### config.mk
export PLATFORM = sky130hd
export DESIGN_NAME = cpu_6502_alu_flags_unit_core
export DESIGN_NICKNAME = d
export VERILOG_FILES = /design/src/rtl/core/c6502alu_pkg.sv /design/src/rtl/core/c6502alu_apb.sv /design/src/rtl/core/c6502alu_alu.sv /design/src/rtl/core/cpu_6502_alu_flags_unit_core.sv
export SDC_FILE = /design/constraint.sdc
export NUM_CORES = 1
export LEC_CHECK = 0
export BUFFER_PORTS_ARGS = -buffer_cell sky130_fd_sc_hd__buf_2
export CELL_PAD_IN_SITES_DETAIL_PLACEMENT = 1
export CELL_PAD_IN_SITES_GLOBAL_PLACEMENT = 2
export CORE_ASPECT_RATIO = 0.6
export CORE_MARGIN = 1
export CORE_UTILIZATION = 35
export CTS_CLUSTER_SIZE = 28
export DETAILED_ROUTE_END_ITERATION = 10
export PLACE_DENSITY_LB_ADDON = 0.3
export SETUP_SLACK_MARGIN = 0.3
export SYNTH_ARGS = -nofsm -noshare
export SYNTH_HDL_FRONTEND = slang
export SYNTH_SLANG_ARGS = --single-unit
### constraint.sdc
create_clock -name clk -period 7.9 [get_ports clk]
set_input_delay 0 -clock clk [delete_from_list [all_inputs] [get_ports clk]]
set_output_delay 0 -clock clk [all_outputs]
set_load 0.01 [all_outputs]
### src/rtl/core/c6502alu_pkg.sv
// Shared types, operation codes and helpers for the 6502 ALU and flag unit.
`timescale 1ns / 1ps

package c6502alu_pkg;

    localparam int unsigned APB_ADDR_W = 3;
    localparam int unsigned APB_DATA_W = 32;
    localparam int unsigned S_TDATA_W  = 16;
    localparam int unsigned M_TDATA_W  = 48;

    // Configuration register indexes (word address bit 2).
    localparam logic REG_ANE_CONSTANT = 1'b0;

    localparam logic [7:0] ANE_CONSTANT_RESET = 8'hEE;
    localparam logic [7:0] LXA_MAGIC          = 8'hEE;

    typedef enum logic [5:0] {
        OP_LDA = 6'd0,  OP_LDX = 6'd1,  OP_LDY = 6'd2,  OP_TAX = 6'd3,
        OP_TAY = 6'd4,  OP_TXA = 6'd5,  OP_TYA = 6'd6,  OP_TSX = 6'd7,
        OP_TXS = 6'd8,  OP_ORA = 6'd9,  OP_AND = 6'd10, OP_EOR = 6'd11,
        OP_BIT = 6'd12, OP_ASL_A = 6'd13, OP_ASL_M = 6'd14, OP_LSR_A = 6'd15,
        OP_LSR_M = 6'd16, OP_ROL_A = 6'd17, OP_ROL_M = 6'd18, OP_ROR_A = 6'd19,
        OP_ROR_M = 6'd20, OP_INC = 6'd21, OP_DEC = 6'd22, OP_INX = 6'd23,
        OP_INY = 6'd24, OP_DEX = 6'd25, OP_DEY = 6'd26, OP_ADC = 6'd27,
        OP_SBC = 6'd28, OP_CMP = 6'd29, OP_CPX = 6'd30, OP_CPY = 6'd31,
        OP_SEC = 6'd32, OP_CLC = 6'd33, OP_SEI = 6'd34, OP_CLI = 6'd35,
        OP_SED = 6'd36, OP_CLD = 6'd37, OP_CLV = 6'd38, OP_PHP = 6'd39,
        OP_PLP = 6'd40, OP_LAX = 6'd41, OP_ANC = 6'd42, OP_SBX = 6'd43,
        OP_ARR = 6'd44, OP_XAA = 6'd45, OP_LXA = 6'd46, OP_LAS = 6'd47
    } cmd_t;

    typedef struct packed {
        logic n;
        logic v;
        logic b;
        logic d;
        logic i;
        logic z;
        logic c;
    } flags_t;

    typedef struct packed {
        logic [7:0] a;
        logic [7:0] x;
        logic [7:0] y;
        logic [7:0] sp;
        flags_t     flags;
    } arch_t;

    typedef struct packed {
        arch_t      arch;
        logic [7:0] result;
    } alu_out_t;

    // NV1BDIZC with bits 4 and 5 forced high.
    function automatic logic [7:0] status_byte(input flags_t f);
        return {f.n, f.v, 2'b11, f.d, f.i, f.z, f.c};
    endfunction

endpackage

### src/rtl/core/c6502alu_apb.sv
// APB register block holding the XAA magic constant.
`timescale 1ns / 1ps

module c6502alu_apb
(
    input  logic                                   clk,
    input  logic                                   rst_n,
    input  logic                                   psel,
    input  logic                                   penable,
    input  logic                                   pwrite,
    input  logic [c6502alu_pkg::APB_ADDR_W-1:0]    paddr,
    input  logic [c6502alu_pkg::APB_DATA_W-1:0]    pwdata,
    output logic [c6502alu_pkg::APB_DATA_W-1:0]    prdata,
    output logic                                   pready,
    output logic [7:0]                             ane_constant
);

    logic [7:0] ane_reg;
    logic [7:0] ane_next;
    logic       wr_hit;

    assign pready = 1'b1;
    assign wr_hit = psel && penable && pwrite
                    && (paddr[2] == c6502alu_pkg::REG_ANE_CONSTANT);

    always_comb
    begin
        ane_next = ane_reg;
        if (wr_hit)
        begin
            ane_next = pwdata[7:0];
        end
    end

    always_ff @(posedge clk or negedge rst_n)
    begin
        if (!rst_n)
        begin
            ane_reg <= c6502alu_pkg::ANE_CONSTANT_RESET;
        end
        else
        begin
            ane_reg <= ane_next;
        end
    end

    always_comb
    begin
        prdata = '0;
        if (paddr[2] == c6502alu_pkg::REG_ANE_CONSTANT)
        begin
            prdata = {{(c6502alu_pkg::APB_DATA_W - 8){1'b0}}, ane_reg};
        end
    end

    assign ane_constant = ane_reg;

endmodule

### src/rtl/core/c6502alu_alu.sv
// Combinational execute logic: next register/flag state and result byte for one operation.
`timescale 1ns / 1ps

module c6502alu_alu
(
    input  c6502alu_pkg::arch_t    cur,
    input  logic [5:0]             command,
    input  logic [7:0]             operand,
    input  logic [7:0]             ane_constant,
    output c6502alu_pkg::alu_out_t nxt
);

    function automatic c6502alu_pkg::flags_t with_zn(input c6502alu_pkg::flags_t f,
                                                    input logic [7:0] b);
        c6502alu_pkg::flags_t r;
        r   = f;
        r.z = (b == 8'h00);
        r.n = b[7];
        return r;
    endfunction

    function automatic logic [8:0] sub9(input logic [7:0] r, input logic [7:0] v);
        return {1'b0, r} - {1'b0, v};
    endfunction

    logic       c_in;
    logic [7:0] a;
    logic [7:0] v;

    assign c_in = cur.flags.c;
    assign a    = cur.a;
    assign v    = operand;

    // ADC, binary or with decimal nibble fixes
    logic [5:0] adc_lo;
    logic [9:0] adc_t;
    always_comb
    begin
        adc_lo = {2'b00, a[3:0]} + {2'b00, v[3:0]} + {5'b0, c_in};
        adc_t  = {2'b00, a} + {2'b00, v} + {9'b0, c_in};
        if (cur.flags.d)
        begin
            if (adc_lo > 6'd9)
            begin
                adc_lo = adc_lo + 6'd6;
            end
            adc_t = {4'b0, adc_lo} + {2'b00, a[7:4], 4'b0} + {2'b00, v[7:4], 4'b0};
            if (adc_t[8:4] > 5'd9)
            begin
                adc_t = adc_t + 10'h060;
            end
        end
    end

    // SBC, sixteen-bit wraparound as in the borrow chain
    logic [15:0] sbc_t;
    logic        borrow;
    assign borrow = ~c_in;
    always_comb
    begin
        sbc_t = {8'b0, a} - {8'b0, v} - {15'b0, borrow};
        if (cur.flags.d)
        begin
            sbc_t = {12'b0, a[3:0]} - {12'b0, v[3:0]} - {15'b0, borrow};
            if (sbc_t[4])
            begin
                sbc_t = {12'b0, sbc_t[3:0] - 4'd6}
                        | ({8'b0, a[7:4], 4'b0} - {8'b0, v[7:4], 4'b0} - 16'h0010);
            end
            else
            begin
                sbc_t = {12'b0, sbc_t[3:0]}
                        | ({8'b0, a[7:4], 4'b0} - {8'b0, v[7:4], 4'b0});
            end
            if (sbc_t[8])
            begin
                sbc_t = sbc_t - 16'h0060;
            end
        end
    end

    // ARR: AND then rotate right through carry, with decimal fixes
    logic [7:0] arr_and;
    logic [7:0] arr_sh;
    logic [7:0] arr_res;
    logic [4:0] arr_lo_sum;
    logic [4:0] arr_hi_sum;
    logic       arr_hi_fix;
    always_comb
    begin
        arr_and    = a & v;
        arr_sh     = {c_in, arr_and[7:1]};
        arr_lo_sum = {1'b0, arr_and[3:0]} + {4'b0, arr_and[0]};
        arr_hi_sum = {1'b0, arr_and[7:4]} + {4'b0, arr_and[4]};
        arr_hi_fix = (arr_hi_sum > 5'd5);
        arr_res    = arr_sh;
        if (arr_lo_sum > 5'd5)
        begin
            arr_res[3:0] = arr_res[3:0] + 4'd6;
        end
        if (arr_hi_fix)
        begin
            arr_res[7:4] = arr_res[7:4] + 4'd6;
        end
    end

    logic [8:0] cmp_a;
    logic [8:0] cmp_x;
    logic [8:0] cmp_y;
    logic [8:0] cmp_ax;
    logic [7:0] rol_src;
    logic [7:0] ror_src;
    logic [7:0] shl_src;
    logic [7:0] shr_src;

    assign cmp_a  = sub9(a, v);
    assign cmp_x  = sub9(cur.x, v);
    assign cmp_y  = sub9(cur.y, v);
    assign cmp_ax = sub9(a & cur.x, v);

    always_comb
    begin
        c6502alu_pkg::arch_t st;
        logic [7:0]          res;
        logic                flag_op;
        logic [7:0]          t8;

        st      = cur;
        res     = 8'h00;
        flag_op = 1'b0;
        t8      = 8'h00;
        shl_src = a;
        shr_src = a;
        rol_src = a;
        ror_src = a;

        case (command)
            c6502alu_pkg::OP_LDA:
            begin
                st.a = v; st.flags = with_zn(st.flags, v); res = v;
            end
            c6502alu_pkg::OP_LDX:
            begin
                st.x = v; st.flags = with_zn(st.flags, v); res = v;
            end
            c6502alu_pkg::OP_LDY:
            begin
                st.y = v; st.flags = with_zn(st.flags, v); res = v;
            end
            c6502alu_pkg::OP_TAX:
            begin
                st.x = a; st.flags = with_zn(st.flags, a); res = a;
            end
            c6502alu_pkg::OP_TAY:
            begin
                st.y = a; st.flags = with_zn(st.flags, a); res = a;
            end
            c6502alu_pkg::OP_TXA:
            begin
                st.a = cur.x; st.flags = with_zn(st.flags, cur.x); res = cur.x;
            end
            c6502alu_pkg::OP_TYA:
            begin
                st.a = cur.y; st.flags = with_zn(st.flags, cur.y); res = cur.y;
            end
            c6502alu_pkg::OP_TSX:
            begin
                st.x = cur.sp; st.flags = with_zn(st.flags, cur.sp); res = cur.sp;
            end
            c6502alu_pkg::OP_TXS:
            begin
                st.sp = cur.x; res = cur.x;
            end
            c6502alu_pkg::OP_ORA:
            begin
                t8 = a | v; st.a = t8; st.flags = with_zn(st.flags, t8); res = t8;
            end
            c6502alu_pkg::OP_AND:
            begin
                t8 = a & v; st.a = t8; st.flags = with_zn(st.flags, t8); res = t8;
            end
            c6502alu_pkg::OP_EOR:
            begin
                t8 = a ^ v; st.a = t8; st.flags = with_zn(st.flags, t8); res = t8;
            end
            c6502alu_pkg::OP_BIT:
            begin
                res = a & v;
                st.flags.n = v[7];
                st.flags.v = v[6];
                st.flags.z = (res == 8'h00);
            end
            c6502alu_pkg::OP_ASL_A, c6502alu_pkg::OP_ASL_M:
            begin
                shl_src = (command == c6502alu_pkg::OP_ASL_A) ? a : v;
                t8 = {shl_src[6:0], 1'b0};
                st.flags.c = shl_src[7];
                st.flags = with_zn(st.flags, t8);
                res = t8;
                if (command == c6502alu_pkg::OP_ASL_A)
                begin
                    st.a = t8;
                end
            end
            c6502alu_pkg::OP_LSR_A, c6502alu_pkg::OP_LSR_M:
            begin
                shr_src = (command == c6502alu_pkg::OP_LSR_A) ? a : v;
                t8 = {1'b0, shr_src[7:1]};
                st.flags.c = shr_src[0];
                st.flags = with_zn(st.flags, t8);
                res = t8;
                if (command == c6502alu_pkg::OP_LSR_A)
                begin
                    st.a = t8;
                end
            end
            c6502alu_pkg::OP_ROL_A, c6502alu_pkg::OP_ROL_M:
            begin
                rol_src = (command == c6502alu_pkg::OP_ROL_A) ? a : v;
                t8 = {rol_src[6:0], c_in};
                st.flags.c = rol_src[7];
                st.flags = with_zn(st.flags, t8);
                res = t8;
                if (command == c6502alu_pkg::OP_ROL_A)
                begin
                    st.a = t8;
                end
            end
            c6502alu_pkg::OP_ROR_A, c6502alu_pkg::OP_ROR_M:
            begin
                ror_src = (command == c6502alu_pkg::OP_ROR_A) ? a : v;
                t8 = {c_in, ror_src[7:1]};
                st.flags.c = ror_src[0];
                st.flags = with_zn(st.flags, t8);
                res = t8;
                if (command == c6502alu_pkg::OP_ROR_A)
                begin
                    st.a = t8;
                end
            end
            c6502alu_pkg::OP_INC:
            begin
                t8 = v + 8'd1; st.flags = with_zn(st.flags, t8); res = t8;
            end
            c6502alu_pkg::OP_DEC:
            begin
                t8 = v - 8'd1; st.flags = with_zn(st.flags, t8); res = t8;
            end
            c6502alu_pkg::OP_INX:
            begin
                t8 = cur.x + 8'd1; st.x = t8; st.flags = with_zn(st.flags, t8); res = t8;
            end
            c6502alu_pkg::OP_INY:
            begin
                t8 = cur.y + 8'd1; st.y = t8; st.flags = with_zn(st.flags, t8); res = t8;
            end
            c6502alu_pkg::OP_DEX:
            begin
                t8 = cur.x - 8'd1; st.x = t8; st.flags = with_zn(st.flags, t8); res = t8;
            end
            c6502alu_pkg::OP_DEY:
            begin
                t8 = cur.y - 8'd1; st.y = t8; st.flags = with_zn(st.flags, t8); res = t8;
            end
            c6502alu_pkg::OP_ADC:
            begin
                t8 = adc_t[7:0];
                st.flags.c = |adc_t[9:8];
                st.flags.v = ~(a[7] ^ v[7]) & (a[7] ^ t8[7]);
                st.flags = with_zn(st.flags, t8);
                st.a = t8;
                res = t8;
            end
            c6502alu_pkg::OP_SBC:
            begin
                t8 = sbc_t[7:0];
                st.flags.c = (sbc_t[15:8] == 8'h00);
                st.flags.v = (a[7] ^ t8[7]) & (a[7] ^ v[7]);
                st.flags = with_zn(st.flags, t8);
                st.a = t8;
                res = t8;
            end
            c6502alu_pkg::OP_CMP:
            begin
                st.flags.c = ~cmp_a[8];
                st.flags = with_zn(st.flags, cmp_a[7:0]);
                res = cmp_a[7:0];
            end
            c6502alu_pkg::OP_CPX:
            begin
                st.flags.c = ~cmp_x[8];
                st.flags = with_zn(st.flags, cmp_x[7:0]);
                res = cmp_x[7:0];
            end
            c6502alu_pkg::OP_CPY:
            begin
                st.flags.c = ~cmp_y[8];
                st.flags = with_zn(st.flags, cmp_y[7:0]);
                res = cmp_y[7:0];
            end
            c6502alu_pkg::OP_SEC:
            begin
                st.flags.c = 1'b1; flag_op = 1'b1;
            end
            c6502alu_pkg::OP_CLC:
            begin
                st.flags.c = 1'b0; flag_op = 1'b1;
            end
            c6502alu_pkg::OP_SEI:
            begin
                st.flags.i = 1'b1; flag_op = 1'b1;
            end
            c6502alu_pkg::OP_CLI:
            begin
                st.flags.i = 1'b0; flag_op = 1'b1;
            end
            c6502alu_pkg::OP_SED:
            begin
                st.flags.d = 1'b1; flag_op = 1'b1;
            end
            c6502alu_pkg::OP_CLD:
            begin
                st.flags.d = 1'b0; flag_op = 1'b1;
            end
            c6502alu_pkg::OP_CLV:
            begin
                st.flags.v = 1'b0; flag_op = 1'b1;
            end
            c6502alu_pkg::OP_PHP:
            begin
                flag_op = 1'b1;
            end
            c6502alu_pkg::OP_PLP:
            begin
                // B is kept; the pulled byte loads the rest
                st.flags.n = v[7];
                st.flags.v = v[6];
                st.flags.d = v[3];
                st.flags.i = v[2];
                st.flags.z = v[1];
                st.flags.c = v[0];
                flag_op = 1'b1;
            end
            c6502alu_pkg::OP_LAX:
            begin
                st.a = v; st.x = v; st.flags = with_zn(st.flags, v); res = v;
            end
            c6502alu_pkg::OP_ANC:
            begin
                t8 = a & v;
                st.a = t8;
                st.flags = with_zn(st.flags, t8);
                st.flags.c = t8[7];
                res = t8;
            end
            c6502alu_pkg::OP_SBX:
            begin
                st.x = cmp_ax[7:0];
                st.flags.c = ~cmp_ax[8];
                st.flags = with_zn(st.flags, cmp_ax[7:0]);
                res = cmp_ax[7:0];
            end
            c6502alu_pkg::OP_ARR:
            begin
                if (cur.flags.d)
                begin
                    st.flags.n = c_in;
                    st.flags.z = (arr_sh == 8'h00);
                    st.flags.v = arr_sh[6] ^ arr_and[6];
                    st.flags.c = arr_hi_fix;
                    t8 = arr_res;
                end
                else
                begin
                    st.flags = with_zn(st.flags, arr_sh);
                    st.flags.c = arr_sh[6];
                    st.flags.v = arr_sh[6] ^ arr_sh[5];
                    t8 = arr_sh;
                end
                st.a = t8;
                res = t8;
            end
            c6502alu_pkg::OP_XAA:
            begin
                t8 = (a | ane_constant) & cur.x & v;
                st.a = t8; st.flags = with_zn(st.flags, t8); res = t8;
            end
            c6502alu_pkg::OP_LXA:
            begin
                t8 = (a | c6502alu_pkg::LXA_MAGIC) & v;
                st.a = t8; st.x = t8; st.flags = with_zn(st.flags, t8); res = t8;
            end
            c6502alu_pkg::OP_LAS:
            begin
                t8 = v & cur.sp;
                st.a = t8; st.x = t8; st.sp = t8;
                st.flags = with_zn(st.flags, t8);
                res = t8;
            end
            default:
            begin
                // unused codes leave everything alone and report zero
                res = 8'h00;
            end
        endcase

        if (flag_op)
        begin
            res = c6502alu_pkg::status_byte(st.flags);
        end

        nxt.arch   = st;
        nxt.result = res;
    end

endmodule

### src/rtl/core/cpu_6502_alu_flags_unit_core.sv
// Top level of the 6502 ALU and flag unit: input stage, architectural state, result stage.
//
//  channel   | dir | beat contents (low bit first)                     | handshake
//  ----------+-----+---------------------------------------------------+------------------
//  s_*       | in  | command[5:0], operand[13:6], zero pad [15:14]     | tvalid/tready
//  m_*       | out | result, flags_out, acc_out, x_out, y_out, sp_out  | tvalid/tready
//  APB       | in  | ane_constant at byte address 0                    | psel/penable
//
//  One beat per cycle sustained while m_tready stays high. An accepted beat lands in the
//  input register, executes against A/X/Y/SP/flags, and its result is registered in the
//  result register, from which it shows on m_tdata. Reset (rst_n low, asynchronous) clears
//  A, X, Y, SP and all flags, empties both stages and loads ane_constant with 0xEE. A stall
//  on m_tready holds the result; the input register still takes one more beat, after which
//  s_tready drops until the result is taken.
`timescale 1ns / 1ps

module cpu_6502_alu_flags_unit_core
(
    input  logic                                   clk,
    input  logic                                   rst_n,

    input  logic                                   s_tvalid,
    output logic                                   s_tready,
    // [5:0] command, [13:6] operand, [15:14] zero
    input  logic [c6502alu_pkg::S_TDATA_W-1:0]     s_tdata,

    output logic                                   m_tvalid,
    input  logic                                   m_tready,
    // [7:0] result, [15:8] flags_out, [23:16] acc_out, [31:24] x_out,
    // [39:32] y_out, [47:40] sp_out
    output logic [c6502alu_pkg::M_TDATA_W-1:0]     m_tdata,

    input  logic                                   psel,
    input  logic                                   penable,
    input  logic                                   pwrite,
    input  logic [c6502alu_pkg::APB_ADDR_W-1:0]    paddr,
    input  logic [c6502alu_pkg::APB_DATA_W-1:0]    pwdata,
    output logic [c6502alu_pkg::APB_DATA_W-1:0]    prdata,
    output logic                                   pready
);

    logic [7:0] ane_constant;

    c6502alu_apb u_apb
    (
        .clk          (clk),
        .rst_n        (rst_n),
        .psel         (psel),
        .penable      (penable),
        .pwrite       (pwrite),
        .paddr        (paddr),
        .pwdata       (pwdata),
        .prdata       (prdata),
        .pready       (pready),
        .ane_constant (ane_constant)
    );

    // Input stage
    logic       in_valid_reg;
    logic       in_valid_next;
    logic [5:0] in_cmd_reg;
    logic [5:0] in_cmd_next;
    logic [7:0] in_opnd_reg;
    logic [7:0] in_opnd_next;

    // Architectural state and result stage
    c6502alu_pkg::arch_t    arch_reg;
    c6502alu_pkg::arch_t    arch_next;
    logic                   out_valid_reg;
    logic                   out_valid_next;
    logic [7:0]             out_result_reg;
    logic [7:0]             out_result_next;

    c6502alu_pkg::alu_out_t alu_nxt;
    logic                   s_beat;
    logic                   exec_fire;

    // Execute when an op is waiting and the result slot is free or draining this cycle.
    assign exec_fire = in_valid_reg && (!out_valid_reg || m_tready);
    assign s_tready  = !in_valid_reg || exec_fire;
    assign s_beat    = s_tvalid && s_tready;

    c6502alu_alu u_alu
    (
        .cur          (arch_reg),
        .command      (in_cmd_reg),
        .operand      (in_opnd_reg),
        .ane_constant (ane_constant),
        .nxt          (alu_nxt)
    );

    always_comb
    begin
        in_valid_next = in_valid_reg;
        in_cmd_next   = in_cmd_reg;
        in_opnd_next  = in_opnd_reg;
        if (s_beat)
        begin
            // take the new beat
            in_valid_next = 1'b1;
            in_cmd_next   = s_tdata[5:0];
            in_opnd_next  = s_tdata[13:6];
        end
        else if (exec_fire)
        begin
            // drop the executed op
            in_valid_next = 1'b0;
        end
    end

    always_comb
    begin
        arch_next       = arch_reg;
        out_result_next = out_result_reg;
        out_valid_next  = out_valid_reg && !m_tready;
        if (exec_fire)
        begin
            // advance the state and load the result in the same edge
            arch_next       = alu_nxt.arch;
            out_result_next = alu_nxt.result;
            out_valid_next  = 1'b1;
        end
    end

    always_ff @(posedge clk or negedge rst_n)
    begin
        if (!rst_n)
        begin
            in_valid_reg  <= 1'b0;
            out_valid_reg <= 1'b0;
            arch_reg      <= '0;
        end
        else
        begin
            in_valid_reg  <= in_valid_next;
            out_valid_reg <= out_valid_next;
            arch_reg      <= arch_next;
        end
    end

    always_ff @(posedge clk)
    begin
        in_cmd_reg     <= in_cmd_next;
        in_opnd_reg    <= in_opnd_next;
        out_result_reg <= out_result_next;
    end

    // The state only moves together with a result load, so the held result beat
    // reports the registers straight from the state.
    assign m_tvalid = out_valid_reg;
    assign m_tdata  = {arch_reg.sp, arch_reg.y, arch_reg.x, arch_reg.a,
                       c6502alu_pkg::status_byte(arch_reg.flags), out_result_reg};

    // Every executed op yields a result beat next cycle.
    a_fire_gives_beat: assert property (@(posedge clk) disable iff (!rst_n)
        exec_fire |=> m_tvalid)
        else $error("executed op produced no result beat");

    // State holds unless an op executes.
    a_state_holds: assert property (@(posedge clk) disable iff (!rst_n)
        !exec_fire |=> $stable(arch_reg))
        else $error("architectural state moved without an executed op");

    // No op touches B.
    a_b_flag_clear: assert property (@(posedge clk) disable iff (!rst_n)
        !arch_reg.flags.b)
        else $error("B flag changed");

    // Reported status byte always has bits 4 and 5 set.
    a_status_pad: assert property (@(posedge clk) disable iff (!rst_n)
        m_tvalid |-> (m_tdata[13:12] == 2'b11))
        else $error("status byte padding bits not set");

    // No execute while the result slot is stalled.
    a_no_overwrite: assert property (@(posedge clk) disable iff (!rst_n)
        (out_valid_reg && !m_tready) |-> !exec_fire)
        else $error("result overwritten while stalled");

endmodule

==> flow_summary.toml <==
[timing]
fin_crit_sh = 0.8436
finalSetupViolCount = 0
maxSlewHeadroom = 0.02915
whs_ns = 0.2932
worstMarginPinSlew_ns = 1.436
fin_skew_ns = 0.02191
maxSlewViolCount = 0
setup_tns_ns = 0
rsz0062_at_grt = "no"
post-route-min-period_ns = 6.664
fmax_ghz = 0.1501
hold_viol = 0

[yosys]
synth_largest_area_cell = "ha_1"
synth_edf_count = 22
synth.area.top_cells = "ha_1, dfrtp_1, edfxtp_1"
synth-seq-cells = 70
synthTopCellsByCount = "nor2_1, nand2_1, ha_1"
synthArstFlopShare = 0.6857
synth_top_flop_cell = "dfrtp_1"
yosysSeqAreaShare = 0.1664
ys_warn_count = 0
synth_area_per_cell_sq_um = 7.570
synth_top_area_share = 0.1036
synth_area_sq_um = 11230
synth_most_common_cell = "nor2_1"
synth.distinct_cells = 98
synthCells = 1484

[setup_path]
critPathKind = "flip-flop to flip-flop"
cpPeakStageDelay_ns = 0.88
crit_required_ns = 8.03
worst_setup_path_start_kind = "flip-flop"
worstPathCellList = "inv_1 > ha_1 > a21o_1 > a211oi_1 > nor2_1 > xnor2_1 > a21oi_1 > xnor2_1 > ha_1 > inv_1 > fa_1 > inv_1 > fa_1 > xnor2_1 > ha_1 > nand2_1 > a31oi_1 > mux2_2 > o211ai_1 > a221oi_1 > nand3_1 > a21o_1"
crit_arrival_ns = 6.80
cp_max_fo = 14
cp-end-kind = "flip-flop"
slowest_stage = "dfrtp_1"

[power_and_ir_drop]
p_sw_mw = 3.242
sequentialPowerShare = 0.128
max-vdd-ir-drop_mv = 0.3832
switching_share = 0.5829
comb_power_share = 0.786
p_per_area_nw_per_um2 = 437.9
leakage_nw = 5.068
p_clk_frac = 0.086
internal_power_mw = 2.320

[global_route]
track_usage = 0.3837
grt_max_degree = 49
grt_pass1_wl_microns = 90750
antenna_found_initial = 3
grt_pass1_vias = 12610
grt-ovfl-total = 0

[final_layout]
final_nets = 1718
diodes = 0
syn_to_final_growth_pct = 13.06
post-route-util = 0.4052
drive_above_1_share = 0.1312
largest_reg_flops = 38

[clocking]
cts_hold_buf = 26
cts_sinks = 70
clk_path_buf_depth = 2
ctsResizeCount = 0
clk_latency_ns = 0.38
path_clk_slew_ns = 0.08
tritoncts = "done"
htreeDepth = 3
numCtsBuffers = 9
cts_setup_buffers = 0
clk_root_buffer_cell = "clkbuf_16"

[floorplan]
core_area_sq_um = 31340
ios = 141
die_h_microns = 140.8
initial_utilization = 0.3584
placementRows = 50
fp.dieW_microns = 233.3
die-area_sq_um = 32840

[detailed_routing]
antenna_left = 0
vias_per_cell = 6.717
dr_total_vias = 13290
drc = 0
first_pass_iters = 6
wire_per_inst_microns = 32.05
drt_iter0_drc = 1852
wl_microns = 63390

[placement]
gp_congestion = 1.053
io_buffers = 85
dp_hpwl_microns = 48580

[worst_hold_path]
hold_path_class = "input pin to flip-flop"

[status]
run_status = "finished clean"

[flow_run]
cap_violations = 0
worst paths after layout:
kind,startpoint,end,slack (ns),cells after the start
setup / recovery,m_tdata[17],out_result_reg[6],1.24,22
hold / removal,pwrite,u_apb.ane_constant[4],0.29,3
setup reg to reg,m_tdata[17],out_result_reg[6],1.24,22
hold reg to reg,in_valid_reg,m_tvalid,0.53,1
max in group asynchronous,rst_n,m_tdata[34],7.05,3
min in group asynchronous,rst_n,m_tdata[9],0.33,3
through the flow:
stage	instances	instance area [sq um]	total power, mW	worst slack (ns)
6_report	1978	12700	5.561	1.236
5_1_grt	1978	12700	5.876	0.9317
4_1_cts	1978	12700	5.416	1.312
3_5_place_dp	1936	12120	4.886	1.375
3_3_place_gp	1936	12120	4.801	1.688
2_1_floorplan	1509	11330	3.486	2.183
power groups by stage:
stage	logic, mW	registers [mW]	clock network [mW]
global route	4.66	0.722	0.491
CTS	4.23	0.702	0.484
finish	4.37	0.714	0.478
floorplan	2.85	0.640	0
detailed placement	4.18	0.709	0
global placement	4.10	0.704	0
cells by family (layout without fill, tap and decap cells):
group                    after synthesis  count (layout)  synth area share
adder cells (fa/ha/maj)              104             104            0.1223
buffers and inverters                200             253           0.07741
XOR/XNOR                              86              86           0.06950
AO/OA/AOI/OAI                        462             462            0.2934
other                                  2              27         0.0006685
flip-flops                            70              70            0.1664
AND/OR/NAND/NOR                      531             531            0.2427
multiplexers                          29              29           0.02762
final cells by class:
type,instances,area (sq um)
clock buffers,10,250.2
clock inverters,6,73.82
fillers,3872,18640
inverters,67,251.5
multi-input cells,1239,8607
flip-flops and latches,70,1869
well taps,416,520.5
repair buffers,170,1129
metal layers:
layer  global-route usage  wire (microns)  vias up
met1               0.5758           28790     6588
met5                    0              13        -
met4              0.08806            1605        2
met2               0.5076           23980      876
met3               0.1367            8996      116
li1                     -               -     5705
cells in the final DEF (no fill, tap or decap), types with 12 or more instances in the layout:
cell,count
nor2_1,136
edfxtp_1,22
nor4_1,15
inv_1,62
a31oi_1,19
a21oi_1,82
mux2_2,12
a222oi_1,13
dlygate4sd3_1,26
and3_1,18
nand2b_1,23
conb_1,27
nor3_1,49
a221oi_1,26
nand2_1,106
buf_4,59
ha_1,93
nand3_1,52
o22ai_1,21
a211oi_1,28
o211ai_1,26
xnor2_1,63
xor2_1,21
a21o_1,21
mux2i_1,16
nand4_1,21
dfrtp_1,42
o21ai_0,70
a22oi_1,19
buf_2,85
a22o_1,15
nor2b_1,26
worst max-delay path, delay by kind of cell, from the launching register on:
family,cells,cell delay [ns]
AOI/OAI and AO/OA,7,1.77
xor gates and xnor gates,3,0.81
adders and majority gates,5,1.92
buffers and inverters,3,0.36
DFF,1,0.88
muxes,1,0.23
and+or+nand+nor,3,0.45
No activity file was read; power rests on OpenSTA's default activity.
